<file path="src/hw/rtl/bfw_pkg.sv">
package bfw_pkg;

   // Framebuffer geometry and header layout.
   localparam int LINE_PIXELS   = 640;
   localparam int HEADER_BYTES  = 54;
   localparam int MAX_DIM       = 2047;
   localparam int INFO_OFFSET   = 14;
   localparam int WIDTH_OFFSET  = INFO_OFFSET + 4;
   localparam int HEIGHT_OFFSET = INFO_OFFSET + 8;

   // Field and counter widths.
   localparam int BYTE_W   = 8;
   localparam int DIM_W    = 12;
   localparam int COORD_W  = 11;
   localparam int ADDR_W   = 22;
   localparam int PIXEL_W  = 24;
   localparam int RAW_W    = 32;
   localparam int HCOUNT_W = 6;

   // Queue between the byte parser and the address stage.
   localparam int QUEUE_DEPTH = 4;
   localparam int QPTR_W      = $clog2(QUEUE_DEPTH);

   // Register indexes of the configuration port.
   localparam logic [0:0] CSR_ORIGIN_ROW = 1'b0;
   localparam logic [0:0] CSR_ORIGIN_COL = 1'b1;

   // Position inside one blue, green, red triple.
   typedef enum logic [1:0] {
      PHASE_BLUE,
      PHASE_GREEN,
      PHASE_RED
   } phase_type;

   typedef struct packed {
      logic [BYTE_W-1:0] file_byte;
      logic              first;
   } req_type;

   typedef struct packed {
      logic [ADDR_W-1:0]  fb_address;
      logic [PIXEL_W-1:0] pixel;
      logic               last_pixel;
   } rsp_type;

   // One pixel write as handed from the parser to the address stage.
   typedef struct packed {
      logic [DIM_W-1:0]   row;
      logic [DIM_W-1:0]   col;
      logic [PIXEL_W-1:0] pixel;
      logic               last_pixel;
   } job_type;

   // Queue status seen by its neighbors.
   typedef struct packed {
      logic full;
      logic empty;
   } queue_status_type;

   // Negative dimensions count as zero, large ones saturate.
   function automatic logic [DIM_W-1:0] clamp_dim(input logic [RAW_W-1:0] raw);
      logic [DIM_W-1:0] result;
      if (raw[RAW_W-1]) begin
         result = '0;
      end else if (raw > RAW_W'(MAX_DIM)) begin
         result = DIM_W'(MAX_DIM);
      end else begin
         result = raw[DIM_W-1:0];
      end
      return result;
   endfunction

endpackage

</file>
<file path="src/hw/rtl/bfw_front.sv">
module bfw_front
   import bfw_pkg::*;
(
   input  logic               clock,
   input  logic               reset,
   input  logic               take,
   input  req_type            req_data,
   input  logic [COORD_W-1:0] origin_row,
   input  logic [COORD_W-1:0] origin_col,
   output logic               push,
   output job_type            push_data
);

   logic [HCOUNT_W-1:0] header_count_ff, header_count_in;
   logic [RAW_W-1:0]    raw_width_ff, raw_width_in;
   logic [RAW_W-1:0]    raw_height_ff, raw_height_in;
   logic [DIM_W-1:0]    img_width_ff, img_width_in;
   logic [DIM_W-1:0]    img_height_ff, img_height_in;
   logic [DIM_W-1:0]    column_count_ff, column_count_in;
   logic [DIM_W-1:0]    file_row_ff, file_row_in;
   phase_type           byte_phase_ff, byte_phase_in;
   logic [1:0]          pad_left_ff, pad_left_in;
   logic [BYTE_W-1:0]   blue_hold_ff, blue_hold_in;
   logic [BYTE_W-1:0]   green_hold_ff, green_hold_in;
   logic                in_pixels_ff, in_pixels_in;
   logic                emit;

   // Parse one byte: header fields first, then pixel triples and row padding.
   always_comb begin
      logic [HCOUNT_W-1:0] hc;
      logic [RAW_W-1:0]    rw;
      logic [RAW_W-1:0]    rh;
      logic [DIM_W-1:0]    w;
      logic [DIM_W-1:0]    h;
      logic [DIM_W-1:0]    cc;
      logic [DIM_W-1:0]    fr;
      phase_type           ph;
      logic [1:0]          pad;
      logic [BYTE_W-1:0]   bh;
      logic [BYTE_W-1:0]   gh;
      logic                inp;
      logic [1:0]          sel;
      logic [BYTE_W-1:0]   b;
      logic [DIM_W-1:0]    cc_next;

      b = req_data.file_byte;

      // A first-marked byte sees the state of a freshly started file.
      if (req_data.first) begin
         hc = '0; rw = '0; rh = '0; w = '0; h = '0; cc = '0; fr = '0;
         ph = PHASE_BLUE; pad = '0; bh = '0; gh = '0; inp = 1'b0;
      end else begin
         hc = header_count_ff; rw = raw_width_ff; rh = raw_height_ff;
         w = img_width_ff; h = img_height_ff; cc = column_count_ff;
         fr = file_row_ff; ph = byte_phase_ff; pad = pad_left_ff;
         bh = blue_hold_ff; gh = green_hold_ff; inp = in_pixels_ff;
      end

      header_count_in = hc;
      raw_width_in    = rw;
      raw_height_in   = rh;
      img_width_in    = w;
      img_height_in   = h;
      column_count_in = cc;
      file_row_in     = fr;
      byte_phase_in   = ph;
      pad_left_in     = pad;
      blue_hold_in    = bh;
      green_hold_in   = gh;
      in_pixels_in    = inp;
      emit            = 1'b0;
      sel             = '0;
      cc_next         = cc + 1'b1;

      push_data.row        = DIM_W'(origin_row) + h - 1'b1 - fr;
      push_data.col        = DIM_W'(origin_col) + cc;
      push_data.pixel      = {bh, gh, b};
      push_data.last_pixel = (cc_next == w) && ((fr + 1'b1) == h);

      if (!inp) begin
         // Header: collect the little-endian width and height.
         if (hc >= HCOUNT_W'(WIDTH_OFFSET) && hc < HCOUNT_W'(WIDTH_OFFSET + 4)) begin
            sel = 2'(hc - HCOUNT_W'(WIDTH_OFFSET));
            raw_width_in[BYTE_W*sel +: BYTE_W] = rw[BYTE_W*sel +: BYTE_W] | b;
         end else if (hc >= HCOUNT_W'(HEIGHT_OFFSET)
                      && hc < HCOUNT_W'(HEIGHT_OFFSET + 4)) begin
            sel = 2'(hc - HCOUNT_W'(HEIGHT_OFFSET));
            raw_height_in[BYTE_W*sel +: BYTE_W] = rh[BYTE_W*sel +: BYTE_W] | b;
         end
         header_count_in = hc + 1'b1;
         if (header_count_in >= HCOUNT_W'(HEADER_BYTES)) begin
            in_pixels_in  = 1'b1;
            img_width_in  = clamp_dim(raw_width_in);
            img_height_in = clamp_dim(raw_height_in);
         end
      end else if (w == '0 || fr >= h) begin
         // Empty image or bytes past the last row: ignored.
      end else if (pad != '0) begin
         pad_left_in = pad - 1'b1;
      end else if (ph == PHASE_BLUE) begin
         blue_hold_in  = b;
         byte_phase_in = PHASE_GREEN;
      end else if (ph == PHASE_GREEN) begin
         green_hold_in = b;
         byte_phase_in = PHASE_RED;
      end else begin
         // Red byte completes a pixel; wrap the row and set its padding.
         emit          = 1'b1;
         byte_phase_in = PHASE_BLUE;
         if (cc_next >= w) begin
            column_count_in = '0;
            file_row_in     = fr + 1'b1;
            pad_left_in     = 2'(2'b00 - 2'(2'd3 * w[1:0]));
         end else begin
            column_count_in = cc_next;
         end
      end
   end

   assign push = take && emit;

   // Parser state advances on every accepted item.
   always_ff @(posedge clock) begin
      if (reset) begin
         header_count_ff <= '0;
         raw_width_ff    <= '0;
         raw_height_ff   <= '0;
         img_width_ff    <= '0;
         img_height_ff   <= '0;
         column_count_ff <= '0;
         file_row_ff     <= '0;
         byte_phase_ff   <= PHASE_BLUE;
         pad_left_ff     <= '0;
         in_pixels_ff    <= 1'b0;
      end else if (take) begin
         header_count_ff <= header_count_in;
         raw_width_ff    <= raw_width_in;
         raw_height_ff   <= raw_height_in;
         img_width_ff    <= img_width_in;
         img_height_ff   <= img_height_in;
         column_count_ff <= column_count_in;
         file_row_ff     <= file_row_in;
         byte_phase_ff   <= byte_phase_in;
         pad_left_ff     <= pad_left_in;
         in_pixels_ff    <= in_pixels_in;
      end
   end

   // Color holds are payload and are always written before use.
   always_ff @(posedge clock) begin
      if (take) begin
         blue_hold_ff  <= blue_hold_in;
         green_hold_ff <= green_hold_in;
      end
   end

endmodule

</file>
<file path="src/hw/rtl/bfw_queue.sv">
module bfw_queue
   import bfw_pkg::*;
(
   input  logic             clock,
   input  logic             reset,
   input  logic             push,
   input  job_type          push_data,
   input  logic             pop,
   output job_type          pop_data,
   output queue_status_type status
);

   job_type           entry_ff [QUEUE_DEPTH];
   logic [QPTR_W-1:0] wr_ptr_ff, wr_ptr_in;
   logic [QPTR_W-1:0] rd_ptr_ff, rd_ptr_in;
   logic [QPTR_W:0]   count_ff, count_in;

   // Pointer and fill count updates.
   always_comb begin
      wr_ptr_in = push ? wr_ptr_ff + 1'b1 : wr_ptr_ff;
      rd_ptr_in = pop ? rd_ptr_ff + 1'b1 : rd_ptr_ff;
      count_in  = count_ff + (QPTR_W+1)'(push) - (QPTR_W+1)'(pop);
   end

   always_ff @(posedge clock) begin
      if (reset) begin
         wr_ptr_ff <= '0;
         rd_ptr_ff <= '0;
         count_ff  <= '0;
      end else begin
         wr_ptr_ff <= wr_ptr_in;
         rd_ptr_ff <= rd_ptr_in;
         count_ff  <= count_in;
      end
   end

   // Entry storage.
   always_ff @(posedge clock) begin
      if (push) begin
         entry_ff[wr_ptr_ff] <= push_data;
      end
   end

   assign pop_data     = entry_ff[rd_ptr_ff];
   assign status.full  = (count_ff == (QPTR_W+1)'(QUEUE_DEPTH));
   assign status.empty = (count_ff == '0);

endmodule

</file>
<file path="src/hw/rtl/bfw_back.sv">
module bfw_back
   import bfw_pkg::*;
(
   input  logic             clock,
   input  logic             reset,
   input  queue_status_type status,
   input  job_type          job,
   output logic             pop,
   output logic             rsp_valid,
   input  logic             rsp_ready,
   output rsp_type          rsp_data
);

   logic    out_valid_ff, out_valid_in;
   rsp_type out_data_ff, out_data_in;

   // Take a job whenever the output register is empty or being drained.
   assign pop = !status.empty && (!out_valid_ff || rsp_ready);

   // Framebuffer word index: row times line width plus column.
   always_comb begin
      out_data_in.fb_address = ADDR_W'(job.row) * ADDR_W'(LINE_PIXELS) + ADDR_W'(job.col);
      out_data_in.pixel      = job.pixel;
      out_data_in.last_pixel = job.last_pixel;
      out_valid_in           = pop || (out_valid_ff && !rsp_ready);
   end

   always_ff @(posedge clock) begin
      if (reset) begin
         out_valid_ff <= 1'b0;
      end else begin
         out_valid_ff <= out_valid_in;
      end
   end

   always_ff @(posedge clock) begin
      if (pop) begin
         out_data_ff <= out_data_in;
      end
   end

   assign rsp_valid = out_valid_ff;
   assign rsp_data  = out_data_ff;

endmodule

</file>
<file path="src/hw/rtl/bmp_to_framebuffer_writer_unit.sv">
// Streams a 24-bit bottom-up BMP file, one byte per item, into framebuffer
// writes. The width and height are taken from the header, then every
// blue, green, red byte triple yields one result item with its word address
// (row times 640 plus column) and the packed pixel; the image's top row lands
// on the origin row (register 0) and its left column on the origin column
// (register 1), with no clipping. Mark the first byte of each file with first.
// One byte is accepted every cycle while the four-entry pixel queue has room;
// a pixel passes through that queue and then the address stage's output register
// before it leaves the block. Write the origin only between files.
module bmp_to_framebuffer_writer_unit
   import bfw_pkg::*;
(
   input  logic               clock,
   input  logic               reset,
   input  logic               req_valid,
   output logic               req_ready,
   input  req_type            req_data,
   output logic               rsp_valid,
   input  logic               rsp_ready,
   output rsp_type            rsp_data,
   input  logic               csr_write_en,
   input  logic [0:0]         csr_index,
   input  logic [COORD_W-1:0] csr_wdata
);

   logic [COORD_W-1:0] origin_row_ff;
   logic [COORD_W-1:0] origin_col_ff;
   logic               take;
   logic               push;
   logic               pop;
   job_type            push_data;
   job_type            pop_data;
   queue_status_type   status;

   // Placement registers.
   always_ff @(posedge clock) begin
      if (reset) begin
         origin_row_ff <= '0;
         origin_col_ff <= '0;
      end else if (csr_write_en) begin
         case (csr_index)
            CSR_ORIGIN_ROW: origin_row_ff <= csr_wdata;
            CSR_ORIGIN_COL: origin_col_ff <= csr_wdata;
            default: ;
         endcase
      end
   end

   // Input handshake: a byte is taken whenever the queue has room.
   assign req_ready = !status.full;
   assign take      = req_valid && req_ready;

   bfw_front u_front (
      .clock      (clock),
      .reset      (reset),
      .take       (take),
      .req_data   (req_data),
      .origin_row (origin_row_ff),
      .origin_col (origin_col_ff),
      .push       (push),
      .push_data  (push_data)
   );

   bfw_queue u_queue (
      .clock     (clock),
      .reset     (reset),
      .push      (push),
      .push_data (push_data),
      .pop       (pop),
      .pop_data  (pop_data),
      .status    (status)
   );

   bfw_back u_back (
      .clock     (clock),
      .reset     (reset),
      .status    (status),
      .job       (pop_data),
      .pop       (pop),
      .rsp_valid (rsp_valid),
      .rsp_ready (rsp_ready),
      .rsp_data  (rsp_data)
   );

endmodule

</file>
<file path="config.mk">
export PLATFORM = sky130hd
export DESIGN_NAME = bmp_to_framebuffer_writer_unit
export DESIGN_NICKNAME = d
export VERILOG_FILES = /design/src/hw/rtl/bfw_pkg.sv /design/src/hw/rtl/bfw_front.sv /design/src/hw/rtl/bfw_queue.sv /design/src/hw/rtl/bfw_back.sv /design/src/hw/rtl/bmp_to_framebuffer_writer_unit.sv
export SDC_FILE = /design/constraint.sdc
export NUM_CORES = 1
export LEC_CHECK = 0
export ABC_CLOCK_PERIOD_IN_PS = 18900
export BUFFER_PORTS_ARGS = -buffer_cell sky130_fd_sc_hd__buf_4
export CAP_MARGIN = 0
export CORE_MARGIN = 2
export CORE_UTILIZATION = 35
export CTS_CLUSTER_SIZE = 28
export DETAILED_ROUTE_END_ITERATION = 7
export HOLD_SLACK_MARGIN = 0.03
export PLACE_DENSITY = 0.5
export SLEW_MARGIN = 0
export SYNTH_ARGS = -nofsm -noshare
export SYNTH_HDL_FRONTEND = slang
export SYNTH_SLANG_ARGS = --single-unit
</file>
<file path="constraint.sdc">
create_clock -name clock -period 18.9 [get_ports clock]
set_input_delay 3.78 -clock clock [delete_from_list [all_inputs] [get_ports clock]]
set_output_delay 3.78 -clock clock [all_outputs]
set_load 0.1 [all_outputs]
</file>
== Word level (Yosys, flattened, before mapping) ==
Memories as Yosys holds them, arrays and structs flattened. A register that Yosys moved wholly into a read port is not among the register bits.
Cells that the tools add are included.

* Flip-flop bits (word level): 216
* RAM bits: 196
* Input bits: 26
* Output and inout port bits: 49
* Logic and storage cells: 157
* Memories kept: 1

* Add/subtract/negate cells: 18
* Multipliers: 2
* $lt $le $gt $ge: 9
* Equal/unequal tests: 4
* Shifts and indexed selects: 6
* Muxes and demuxes: 73
* Bitwise logic cells: 3
* Reductions and logical operators: 20

{| class="wikitable"
|+ Memory list
! name !! depth !! width !! rd ports !! clocked after Yosys merged registers in !! wr ports !! line !! text
|-
| u_queue.entry_ff || 4 || 49 || 1 || 1 || 1 || bfw_queue.sv:13 || <nowiki>job_type entry_ff [QUEUE_DEPTH];</nowiki>
|}

{| class="wikitable"
|+ Operator list
! cell !! number
|-
| $mux W12 || 24
|-
| $mux W32 || 9
|-
| $mux W8 || 11
|-
| $neg A5 Y34 || 2
|-
| $shift A8 B34 Y32 const A || 2
|-
| $shiftx A8 B34 Y32 || 2
|-
| $bwmux W32 || 2
|-
| $gt A32 B11 Y1 const B || 2
|-
| $shiftx A32 B6 Y8 || 2
|-
| $mux W2 || 15
|-
| $add A11 B12 Y12 || 2
|-
| $add A12 B1 Y12 const B || 2
|-
| $eq A12 B12 Y1 || 2
|-
| $ge A12 B12 Y1 || 2
|-
| $add A22 B12 Y22 || 1
|-
| $or A8 B8 Y8 || 2
|-
| $mul A12 B3 Y15 const B || 1
|-
| $ge A6 B5 Y1 const B || 2
|-
| $logic_not A12 Y1 || 1
|-
| $lt A6 B5 Y1 const B || 2
|-
| $mux W6 || 2
|-
| $sub A12 B1 Y12 const B || 1
|-
| $sub A12 B12 Y12 || 1
|-
| $mux W1 || 10
|-
| other kinds (19) || 33
|}

== Longest topological paths before layout ==
* Word-level depth: 14
* Depth in mapped cells: 20
* Depth with buffers taken out: 16

== Cells and area by module ==
From an unflattened synthesis, not the netlist that was laid out.

* Cell total of the unflattened synthesis: 1766
* Area total of the unflattened synthesis: 20985.1 um^2

{| class="wikitable"
|+ Modules (own cells, without submodules)
! module !! times used !! cells an instance !! area an instance (um^2) !! seq. area each (um^2)
|-
| bfw_front || 1 || 1171 || 9801.9 || 2942.8
|-
| bfw_queue || 1 || 298 || 7531.0 || 6065.8
|-
| bfw_back || 1 || 208 || 2697.6 || 1431.4
|-
| bmp_to_framebuffer_writer_unit || 1 || 89 || 954.7 || 440.4
|}

== Worst setup path before layout ==
No wires, ideal clock.

* Path type: input -> register
* Start: in req_data[0] in the netlist's numbering
* End: mem u_queue.entry_ff[0][0] in the netlist's numbering (enable)
* Library setup time: 0.412 ns
* Arrival time: 8.260 ns
* Required time: 18.488 ns
* Setup slack: 10.229 ns
* Stages: 14
* Path buffers: 7
* Cells stage by stage: clkbuf_1 > buf_2 > buf_2 > buf_1 > clkbuf_1 > clkbuf_1 > nor2b_1 > ha_1 > a211o_1 > a31oi_1 > o21ai_1 > a2111oi_2 > clkbuf_1 > and3_1

* Longest elaborated chain between the ends: 10
* Elaborated cells on any way between the ends: 20
* Those cells by class: order compare: 1; eq/ne: 1; mux: 13; reduce/logical: 5

{| class="wikitable"
|+ RTL lines
! what !! line !! text
|-
| from (decl) || bmp_to_framebuffer_writer_unit.sv:17 || <nowiki>input req_type req_data,</nowiki>
|-
| parallel branches: the longest is 6 deep, another holds $ge A12 B12 Y1 || - ||
|-
| $mux W1 * || bfw_front.sv:80 || <nowiki>if (!inp) begin</nowiki>
|-
| $logic_and A1 B1 Y1 * || bfw_front.sv:120 || <nowiki>assign push = take && emit;</nowiki>
|-
| $mux W1 * || bfw_queue.sv:39 || <nowiki>if (push) begin</nowiki>
|-
| $mux W1 (implied by the code) * || bfw_queue.sv:40 || <nowiki>entry_ff[wr_ptr_ff] <= push_data;</nowiki>
|-
| to (decl) || bfw_queue.sv:13 ||
|}

Every way passes the cells marked *.

== Final worst setup path ==
* Start: in req_data[0] in the netlist's numbering
* End: reg u_front.file_row_ff[6]

* Longest elaborated chain between the ends: 9
* Elaborated cells on any way between the ends: 22
* Those cells by class: add/sub: 2; order compare: 2; eq/ne: 1; mux: 13; reduce/logical: 4

{| class="wikitable"
|+ RTL lines
! what !! line !! text
|-
| $mux W12 || bfw_front.sv:49 || <nowiki>if (req_data.first) begin</nowiki>
|-
| $add A12 B1 Y12 || bfw_front.sv:73 || <nowiki>cc_next = cc + 1'b1;</nowiki>
|-
| $ge A12 B12 Y1 || bfw_front.sv:110 || <nowiki>if (cc_next >= w) begin</nowiki>
|-
| $mux W12 || bfw_front.sv:110 ||
|-
| $mux W12 || bfw_front.sv:103 || <nowiki>end else if (ph == PHASE_GREEN) begin</nowiki>
|-
| $mux W12 || bfw_front.sv:100 || <nowiki>end else if (ph == PHASE_BLUE) begin</nowiki>
|-
| $mux W12 || bfw_front.sv:98 || <nowiki>end else if (pad != '0) begin</nowiki>
|-
| $mux W12 || bfw_front.sv:96 || <nowiki>end else if (w == '0 || fr >= h) begin</nowiki>
|-
| $mux W12 * || bfw_front.sv:80 ||
|-
| to (signal assigned) || bfw_front.sv:142 || <nowiki>file_row_ff <= file_row_in;</nowiki>
|-
| to (decl) || bfw_front.sv:20 || <nowiki>logic [DIM_W-1:0] file_row_ff, file_row_in;</nowiki>
|}

Mark *: on every way between the ends. The rest lies on a longest branch, timed or not.
A chain may end at the register's enable or synchronous reset.

==> metrics.yaml <==
status:
  status: "complete, no violations"
clock_network:
  cts_setup_buffers: 0
  cts_resized: 0
  hold_buffers: 0
  insertion_delay_ns: 0.59
  clk_pin_slew_worst_paths_ns: 0.06
  cts_buffers: 46
  ctsHtreeMaxLevel: 2
  cts-root-buf: "clkbuf_16"
  clockBufferDepth: 3
  cts_tree: "yes"
  cts_sinks: 414
finish:
  n_antenna_cell: 0
  layout_commonest_cell: "edfxtp_1"
  fin_util_pct: 40.0
  final_cell_mix: "259 x edfxtp_1, 157 x nor2_1, 152 x dfxtp_1"
  drive_above_1_share_pct: 13.3
  area_delta_synth_final_pct: 13.5
  nets: 1923
  fin_cells: 2602
worst_setup_path:
  critPathLaunch: "req_data[0]"
  crit_path_end_kind: "register"
  start_kind: "input pin"
  crit_required_ns: 19.34
  crit_slowest_cell: "o22ai_1"
  crit_arrival_ns: 8.41
  path_cells: "buf_4, buf_4, nor2b_1, ha_1, nand3_1, nor4_1, and3_1, nand3_1, xnor2_1, ha_1, nand4_1, nor2_1, o21ai_0, o22ai_1, o211ai_1, o311ai_0, o41ai_1"
  path_max_fanout: 56
  critical_path_class: "input pin to register"
  path_delay_family: "simple AND/OR/NAND/NOR gates"
  slowest_delay_ns: 0.50
  cp_num_buf_inv: 2
routing:
  routed_wl_um: 51700
  antenna_left: 0
  vias_per_cell: 5.37
  via_count: 14000
  dr_wl_met3_um: 2220
  drt-pass1-iter-count: 5
  routedWlPerCell_um: 19.9
  wl_met1_um: 23800
  met2WireLength_um: 24300
  dr.max_layer_used: "met5"
  drc: 0
  drt_iter0_drc: 812
timing:
  rsz0062_at_grt: "no"
  final-hold-violation-count: 0
  finalCritPeriodShare_pct: 42.2
  max_freq_ghz: 0.125
  finalMaxSlewViolations: 0
  min_period_ns: 7.97
  setup_viol: 0
  fin_tns_setup_ns: 0
  slew_headroom_pct: 23.7
  skew_ns: 0.0288
  tightest_slew_ns: 1.14
power_and_ir_drop:
  irDropWorstVdd_uv: 65.2
  power_density_nw_per_um2: 85.0
  leakage_nw: 8.18
logic_synthesis:
  synth_cell_types: 79
  async_flop_share_pct: 0
  synth_flop_cell: "edfxtp_1"
  yosysSeqAreaShare_pct: 53.7
  synth_nets: 1876
  synth_warnings: 0
  avgSynthCellArea_um2: 11.6
  syn_area_um2: 20300
  synth-seq-cells: 414
  netlist_instances: 1753
  synth_edf_count: 259
place:
  dp_cells: 2517
  io_buffers: 74
  gp_congestion: 0.865
  place_hpwl_um: 35400
floorplan:
  die_w_um: 245
  rows: 88
  die_h_um: 245
  die_area_um2: 59900
  coreArea_um2: 57500
  initial_core_util_pct: 35.3
  pin_count: 75
global_route:
  grt_max_degree: 87
  grt_pass1_vias: 13600
  gr-total-overflow: 0
  grtUsageTotal_pct: 17.1
  grt_pass1_wl_um: 79700
  antenna_found_initial: 2
min_path:
  hp-class: "register to register"
  hold_start: "origin_row_ff[7]"
flow_run:
  maxCapViolations: 0
==> power by group <==
group	internal, W	switching (W)
sequential	0.000972	0.00000451
clock	0.000494	0.000371
combinational	0.0000351	0.0000785
==> layer usage <==
| metal | vias up | track usage, % |
|---|---|---|
| li1 | 6681 | - |
| met1 | 6919 | 23.2 |
| met2 | 282 | 27.8 |
| met3 | 91 | 2.98 |
| met4 | 2 | 5.34 |
| met5 | - | 0 |
==> cells in the mapped netlist (22+ instances only) <==
| cell type | instances | area share [%] |
|---|---|---|
| edfxtp_1 | 259 | 38 |
| nor2_1 | 158 | 2.9 |
| dfxtp_1 | 155 | 15 |
| nand2_1 | 131 | 2.4 |
| inv_1 | 82 | 1.5 |
| ha_1 | 81 | 5.0 |
| a21oi_1 | 72 | 1.8 |
| a22oi_1 | 66 | 2.4 |
| clkbuf_1 | 58 | 1.1 |
| nor2b_1 | 54 | 1.7 |
| mux4_2 | 49 | 5.4 |
| o21ai_0 | 47 | 1.2 |
| xnor2_1 | 42 | 1.8 |
| mux2i_1 | 39 | 1.9 |
| o21ai_1 | 39 | 0.96 |
| a22o_1 | 31 | 1.3 |
| a211oi_1 | 30 | 1.1 |
| and3_1 | 22 | 0.68 |
==> registers in the layout, indices dropped and copies added (netlist names), 3 cells and up, named ones only <==
name	flops
origin_col_ff	11
origin_row_ff	11
u_back.rsp_data	47
u_front.blue_hold_ff	8
u_front.column_count_ff	12
u_front.file_row_ff	12
u_front.green_hold_ff	8
u_front.header_count_ff	6
u_front.img_height_ff	12
u_front.img_width_ff	12
u_front.raw_height_ff	32
u_front.raw_width_ff	32
u_queue.count_ff	3
u_queue.entry_ff	196
==> kinds of logic (layout without fill, tap and decap cells) <==
kind of cell / Yosys count / after routing / share of synthesized area (%)
and+or+nand+nor: 506 / 506 / 12.3
adders and majority gates: 97 / 97 / 6.58
AOI/OAI and AO/OA: 407 / 407 / 13.8
buffers and inverters: 178 / 262 / 3.57
xor gates and xnor gates: 62 / 62 / 2.68
muxes: 89 / 89 / 7.42
DFF: 414 / 414 / 53.7
==> worst paths after layout <==
check	end	slack, ns	depth (start not counted)
worst max-delay path	u_front.file_row_ff[6]	10.93	17
worst min register to register	origin_row_ff[7]	0.46	2
worst max register to register	u_back.rsp_data[45]	13.97	13
worst min-delay path	origin_row_ff[7]	0.46	2
==> per-stage QoR <==
step                hold WS (ns)  worst slack (ns)  power [W]  cell area [um^2]
finish                     0.458             10.93    0.00196             23000
CTS                        0.461             11.07    0.00198             23000
detailed placement         0.452             10.45    0.00111             21500
global route               0.473             10.53    0.00203             23000
floorplan                  0.427             10.23    0.00107             20300
global placement           0.446             10.53    0.00111             21500
==> worst reg2reg max path, delay by kind of cell, from the launching register on <==
kind | cells | cell delay, ns
AO/OA/AOI/OAI | 2 | 0.70
multiplexers | 1 | 0.64
AND/OR/NAND/NOR | 4 | 1.00
buffers and inverters | 2 | 0.59
flip-flops | 1 | 0.73
adder cells (fa/ha/maj) | 3 | 0.87
XOR/XNOR | 1 | 0.12
==> cell type report <==
type	count	area (um^2)
flip-flops and latches	414	10900
well taps	765	957
inverters	86	323
clock buffers	64	1290
repair buffers	91	683
multi-input cells	1161	8690
clock inverters	21	188
fillers	5607	34500
(Power assumes the default switching activity.)
